$ cat config.mk
export PLATFORM = sky130hd
export DESIGN_NAME = ghef_div
export DESIGN_NICKNAME = d
export VERILOG_FILES = /design/src/grid_hole_extrapolation_fill_assert.svh /design/src/ghef_pkg.sv /design/src/ghef_div.sv
export SDC_FILE = /design/constraint.sdc
export NUM_CORES = 1
export LEC_CHECK = 0
export ABC_AREA = 0
export BUFFER_PORTS_ARGS = -buffer_cell sky130_fd_sc_hd__buf_2
export CAP_MARGIN = 25
export CORE_ASPECT_RATIO = 1.5
export CORE_UTILIZATION = 60
export CTS_BUF_LIST = sky130_fd_sc_hd__clkbuf_8
export DETAILED_ROUTE_END_ITERATION = 6
export HOLD_SLACK_MARGIN = 0.03
export PLACE_DENSITY = 0.89
export SLEW_MARGIN = 30
export SYNTH_ARGS = -nofsm -noshare
export SYNTH_HDL_FRONTEND = slang
export SYNTH_SLANG_ARGS = --single-unit
export TNS_END_PERCENT = 100
$ cat constraint.sdc
create_clock -name clk -period 5.55 [get_ports clk]
set_clock_uncertainty 0.2 [all_clocks]
set_input_delay 0.2775 -clock clk [delete_from_list [all_inputs] [get_ports clk]]
set_output_delay 0.2775 -clock clk [all_outputs]
set_load 0.02 [all_outputs]
$ cat src/grid_hole_extrapolation_fill_assert.svh
// Assertion macros for the grid hole fill block.
`ifndef GRID_HOLE_EXTRAPOLATION_FILL_ASSERT_SVH
`define GRID_HOLE_EXTRAPOLATION_FILL_ASSERT_SVH

`ifndef SYNTHESIS
`define GHEF_ASSERT(lbl, prop) \
	lbl: assert property (@(posedge clk) disable iff (!arst_n) prop) \
		else $error("grid fill check failed");
`define GHEF_ASSERT_RST(lbl, prop) \
	lbl: assert property (@(posedge clk) prop) \
		else $error("grid fill reset check failed");
`else
`define GHEF_ASSERT(lbl, prop)
`define GHEF_ASSERT_RST(lbl, prop)
`endif

`endif

$ cat src/ghef_pkg.sv
package ghef_pkg;

	localparam int COORD_W = 32;
	// 4 estimates of 2*near - far need 36 signed bits
	localparam int SUM_W   = 36;
	localparam int CFG_W   = 7;
	localparam int HOLE_W  = 13;

	localparam logic [1:0] OP_WRITE = 2'd0;
	localparam logic [1:0] OP_FILL  = 2'd1;
	localparam logic [1:0] OP_READ  = 2'd2;

	localparam logic REG_ROWS = 1'b0;
	localparam logic REG_COLS = 1'b1;

	localparam logic [1:0] DIR_UP    = 2'd0;
	localparam logic [1:0] DIR_DOWN  = 2'd1;
	localparam logic [1:0] DIR_LEFT  = 2'd2;
	localparam logic [1:0] DIR_RIGHT = 2'd3;

	typedef struct packed {
		logic                        vld;
		logic [2:0][COORD_W-1:0]     c;
	} point_t;

	typedef struct packed {
		logic       start;
		logic [2:0] n;
	} div_ctl_t;

	typedef struct packed {
		logic busy;
		logic done;
	} div_sts_t;

endpackage

$ cat src/ghef_div.sv
module ghef_div import ghef_pkg::*; (
	input  logic                    clk,
	input  logic                    arst_n,
	input  div_ctl_t                ctl,
	input  logic [2:0][SUM_W-1:0]   sum,
	output div_sts_t                sts,
	output logic [2:0][COORD_W-1:0] quo
);

	localparam int CNT_W = $clog2(SUM_W + 1);
	localparam logic [SUM_W-1:0] POS_MAX = SUM_W'(64'h7FFF_FFFF);
	localparam logic [SUM_W-1:0] NEG_MAX = SUM_W'(64'h8000_0000);

	logic [CNT_W-1:0] cnt_q;
	logic             busy_q;
	logic             done_q;
	logic [2:0]       n_q;
	logic [SUM_W-1:0] mag_q [3];
	logic [1:0]       rem_q [3];
	logic             neg_q [3];
	logic [2:0]       rs    [3];
	logic             ge    [3];

	// bit counter: one quotient bit per cycle
	always_ff @(posedge clk or negedge arst_n) begin
		if (!arst_n) begin
			cnt_q  <= '0;
			busy_q <= 1'b0;
			done_q <= 1'b0;
		end else begin
			done_q <= busy_q && !ctl.start && (cnt_q == CNT_W'(1));
			if (ctl.start) begin
				busy_q <= 1'b1;
				cnt_q  <= CNT_W'(SUM_W);
			end else if (busy_q) begin
				cnt_q <= cnt_q - CNT_W'(1);
				if (cnt_q == CNT_W'(1)) begin
					busy_q <= 1'b0;
				end
			end
		end
	end

	// restoring step on the magnitude, three lanes side by side
	always_comb begin
		for (int k = 0; k < 3; k++) begin
			rs[k] = {rem_q[k], mag_q[k][SUM_W-1]};
			ge[k] = rs[k] >= n_q;
		end
	end

	always_ff @(posedge clk) begin
		if (ctl.start) begin
			n_q <= ctl.n;
			for (int k = 0; k < 3; k++) begin
				neg_q[k] <= sum[k][SUM_W-1];
				mag_q[k] <= sum[k][SUM_W-1] ? (~sum[k] + SUM_W'(1)) : sum[k];
				rem_q[k] <= '0;
			end
		end else if (busy_q) begin
			for (int k = 0; k < 3; k++) begin
				mag_q[k] <= {mag_q[k][SUM_W-2:0], ge[k]};
				rem_q[k] <= ge[k] ? 2'(rs[k] - n_q) : 2'(rs[k]);
			end
		end
	end

	// sign and saturate to 32 bits
	always_comb begin
		for (int k = 0; k < 3; k++) begin
			if (neg_q[k]) begin
				quo[k] = (mag_q[k] > NEG_MAX) ? 32'h8000_0000
					: (~mag_q[k][COORD_W-1:0] + 32'd1);
			end else begin
				quo[k] = (mag_q[k] > POS_MAX) ? 32'h7FFF_FFFF : mag_q[k][COORD_W-1:0];
			end
		end
	end

	assign sts.busy = busy_q;
	assign sts.done = done_q;

endmodule

# == Yosys cells after proc, flatten, opt, wreduce, memory -nomap -nowiden ==
# Memory sizes are Yosys's and may differ from the RTL's.
# Index checks and enable logic that the tools add are counted.
# op_classes
addsub,10
order_cmp,9
n_eq_ne,1
n_mux,31
n_bitwise,12
reduce_logical,4
# ops
cell,count
32-bit two-way mux,9
36-bit two-way mux,6
"36-bit by 1-bit adder with 36-bit output, second input constant",3
"36-bit by 31-bit greater-than comparator with 1-bit output, second input constant",3
"36-bit by 32-bit greater-than comparator with 1-bit output, second input constant",3
36-bit NOT,3
"32-bit by 1-bit adder with 32-bit output, second input constant",3
32-bit NOT,3
2-bit two-way mux,6
6-bit two-way mux,2
3-bit greater-or-equal comparator,3
1-bit two-way mux,8
"6-bit by 1-bit == test with 1-bit output, second input constant",1
1-bit OR,6
2-bit subtractor,3
"6-bit by 1-bit subtractor with 6-bit output, second input constant",1
1-bit logical AND,2
2-bit nonzero test,1
1-bit zero test,1
# word_totals
reg_bits,11
ramBits,117
out_inout_bits,98
elab_cells,74
mem_count,3
# memory_table
memory,words,word_bits,rd,rd_clocked_by_memory_dff,wr,line,source
mag_q,3,36,3,0,3,ghef_div.sv:18,logic [SUM_W-1:0] mag_q [3];
rem_q,3,2,3,0,3,ghef_div.sv:19,logic [1:0] rem_q [3];
neg_q,3,1,3,0,3,ghef_div.sv:20,logic neg_q [3];

# == Depth between registers and ports, before layout ==
# depth
ltp_word,4
depth_mapped,10

# == Worst setup path after synthesis ==
# OpenSTA, ideal clock, no wires.
# synth_path
path_kind,register to output
from,memory mag_q[2][0] (netlist: mag_q[0][72])
to,output quo[75] (netlist name)
t_arrival_ns,2.854
required_time_ns,5.073
path_slack_ns,2.219
stages_incl_launch_ff,11
path_buffers,3
cell_sequence,edfxtp_1 > inv_1 > ha_1 > or3b_1 > clkbuf_1 > nor2_1 > nand4_1 > o211a_1 > buf_2 > buf_6 > a311oi_1
# synth_rtl
item,line,source
start: declaration,ghef_div.sv:18,
end: declaration,ghef_div.sv:7,output logic [2:0][COORD_W-1:0] quo

==> flow_metrics.py <==
metrics = {
    "run_status": {
        "status": "complete, no violations",
    },
    "drt": {
        "wl_met3_mm": 2.485,
        "wl_met2_mm": 16.71,
        "drc": 0,
        "vias_per_cell": 6.529,
        "routedWlPerCell_um": 18.59,
        "ant_nets": 0,
        "drt-met1-wl_mm": 12.41,
        "vias": 11745,
        "highest_layer": "met4",
        "drt-total-wl_mm": 33.44,
        "dr.pass1.iters": 5,
        "drtIter0Drc": 1076,
    },
    "final_layout": {
        "fin_area_mm2": 0.01301,
        "final_nets": 1663,
        "nFillCells": 1504,
        "finalCoreUtilization_pct": 70.44,
        "syn_to_final_growth_pct": 15.35,
        "most-common-layout-cells": "211 x buf_2, 159 x nand2_1, 120 x edfxtp_1",
        "final_layout_size_suffix_gt1_share_pct": 20.19,
        "mostFrequentLayoutCell": "buf_2",
    },
    "synth": {
        "synthFlopType": "edfxtp_1",
        "syn_inst": 1366,
        "synth_fp_nets": 1497,
        "syn_area_mm2": 0.01128,
        "ys_types": 77,
        "synth_edf_count": 120,
        "avgSynthCellArea_um2": 8.256,
        "yosysWarnings": 0,
        "yosysSeqAreaShare_pct": 33.73,
        "ys_ff_latch": 128,
        "async_flop_share_pct": 6.250,
    },
    "global_route": {
        "grt_max_degree": 166,
        "overflow": 0,
        "grt_pass1_wl_mm": 52.55,
        "antenna_found_initial": 1,
        "grt_pass1_vias": 10837,
        "grt_usage_pct": 34.22,
    },
    "floorplanning": {
        "fp.dieH_um": 169.9,
        "num_rows": 61,
        "core_area_mm2": 0.01847,
        "dieArea_mm2": 0.01936,
        "die_w_um": 113.9,
        "start_util_pct": 61.06,
        "io_pins": 212,
    },
    "worst_hold_path": {
        "hold_class": "in2reg",
        "min-delay-start": "sum[47]",
        "min_path_cells": 3,
        "min_to": "mag_q[0][47]",
    },
    "clock_tree": {
        "clk_path_buf_depth": 2,
        "cts-root-buf": "clkbuf_8",
        "cts_tree": "yes",
        "clkSinkCount": 128,
        "cts_buffers": 17,
        "clk_pin_slew_ns": 0.09,
        "clk_latency_ns": 0.45,
        "cts.htree.levels": 4,
        "post_cts_resized": 0,
    },
    "setup_path": {
        "timing.rr.end": "mag_q[0][22]",
        "r2r_start": "busy_q",
        "cp_data_required_time_ns": 5.07,
        "worstPathMaxFanout": 27,
        "r2r_slack_ns": 2.88,
        "crit_arrival_ns": 3.91,
        "worstSetupEndpointType": "output port",
        "crit_path_start_kind": "flop",
        "worstSetupPathType": "reg2out",
        "worstRegToRegCells": 2,
    },
    "timing": {
        "tightest_slew_ns": 0.9421,
        "rsz0062_at_grt": "no",
        "final-setup-viol-count": 0,
        "slew_headroom_pct": 36.71,
        "setup_slack_ns": 1.167,
        "fin_crit_ns": 4.384,
        "period_share_pct": 78.98,
        "timing.fmax_mhz": 228.1,
        "hold_viol": 0,
        "fin_setup_tns_ns": 0,
        "slew_viol_final": 0,
    },
    "power_and_ir_drop": {
        "p_leak_nw": 4.956,
        "finalPower_w": 0.003314,
        "ir_worst_vdd_uv": 183.6,
        "p_per_area_mw_per_mm2": 254.8,
    },
    "placed_design": {
        "dp_slack_ns": 1.734,
        "place.gp.congestion": 0.9311,
        "placed_cell_area_mm2": 0.01232,
        "hpwl_mm": 23.92,
        "io_buffers": 211,
    },
    "flow_run": {
        "drv_cap": 0,
    },
}
## logic make-up (layout without fill, tap and decap cells)
kind of cell             Yosys count  after routing  synth area share (%)
AO/OA/AOI/OAI                    408            408                 24.68
XOR/XNOR                         103            103                 7.999
adder cells (fa/ha/maj)           17             17                 1.886
buffers and inverters            133            312                 4.848
AND/OR/NAND/NOR                  564            564                 25.69
other                              0              2                     0
flip-flops                       128            128                 33.73
multiplexers                      13             13                 1.165
## cell usage after synthesis (36+ instances only)
master,count,area (um2)
a21oi_1,93,465.5
clkbuf_1,84,315.3
edfxtp_1,120,3603
nand2_1,159,596.8
nand3_1,42,210.2
nor2_1,113,424.2
nor3_1,53,265.3
nor4_1,36,225.2
o21ai_0,84,420.4
o31ai_1,36,270.3
xor2_1,92,805.8
## through the flow
step	hold slack, ns	cells
after floorplan	-0.2181	1366
after global placement	-0.07438	1738
after detailed placement	-0.07479	1738
after CTS	0.03179	1797
after global routing	0.04597	1798
final	0.04871	1799
## registers in the layout (all words and copies together) (netlist names)
| signal | flops |
|---|---|
| mag_q | 108 |
| busy_q | 1 |
| n_q | 3 |
| neg_q | 3 |
| rem_q | 6 |
| done_q | 1 |
| cnt_q | 6 |
## power breakdown
group | switching [W] | internal (W) | leakage, nW
Clock | 0.000415 | 0.000404 | 0.198
Combinational | 0.000647 | 0.000408 | 3.36
Sequential | 0.000209 | 0.00123 | 1.39
Total | 0.00127 | 0.00204 | 4.96
## area by class of cell
class / count / area, um2 / share of cell area, %
timing repair buffer: 248 / 1414 / 10.87
clock inverter: 15 / 162.7 / 1.250
sequential: 128 / 3804 / 29.24
multi-input combinational: 1105 / 6955 / 53.46
clock buffer: 17 / 234.0 / 1.798
tap: 252 / 315.3 / 2.424
inverter: 32 / 120.1 / 0.9233
antenna: 2 / 5.005 / 0.03847
## worst max-delay path by stage
stage / start / endpoint / cells past startpoint
final: mag_q[0][72] / quo[67] / 8
after floorplan: mag_q[0][72] / quo[75] / 10
after global routing: mag_q[0][72] / quo[68] / 8
after detailed placement: mag_q[0][72] / quo[67] / 8
after CTS: mag_q[0][72] / quo[67] / 8
after global placement: mag_q[0][84] / quo[67] / 6
## critical path: stages, from the launching register on
cell,delay (ns)
edfxtp_1,0.46
inv_1,0.10
ha_1,0.21
or3b_1,0.46
nor2_1,0.58
nand4_1,0.33
o211a_1,0.65
a311oi_1,0.44
buf_2,0.23
## per-layer routing
metal | GRT usage [%] | vias to the layer above
met5 | 0 | -
met4 | 20.50 | 0
met3 | 5.556 | 121
met2 | 59.37 | 610
met1 | 39.31 | 5472
li1 | - | 5542
## repair_timing
action | CTS | global route
hold endpoints to repair | 33 | 0
buffers inserted | 0 | 0
hold buffers | 27 | 0
(Power assumes the default switching activity.)
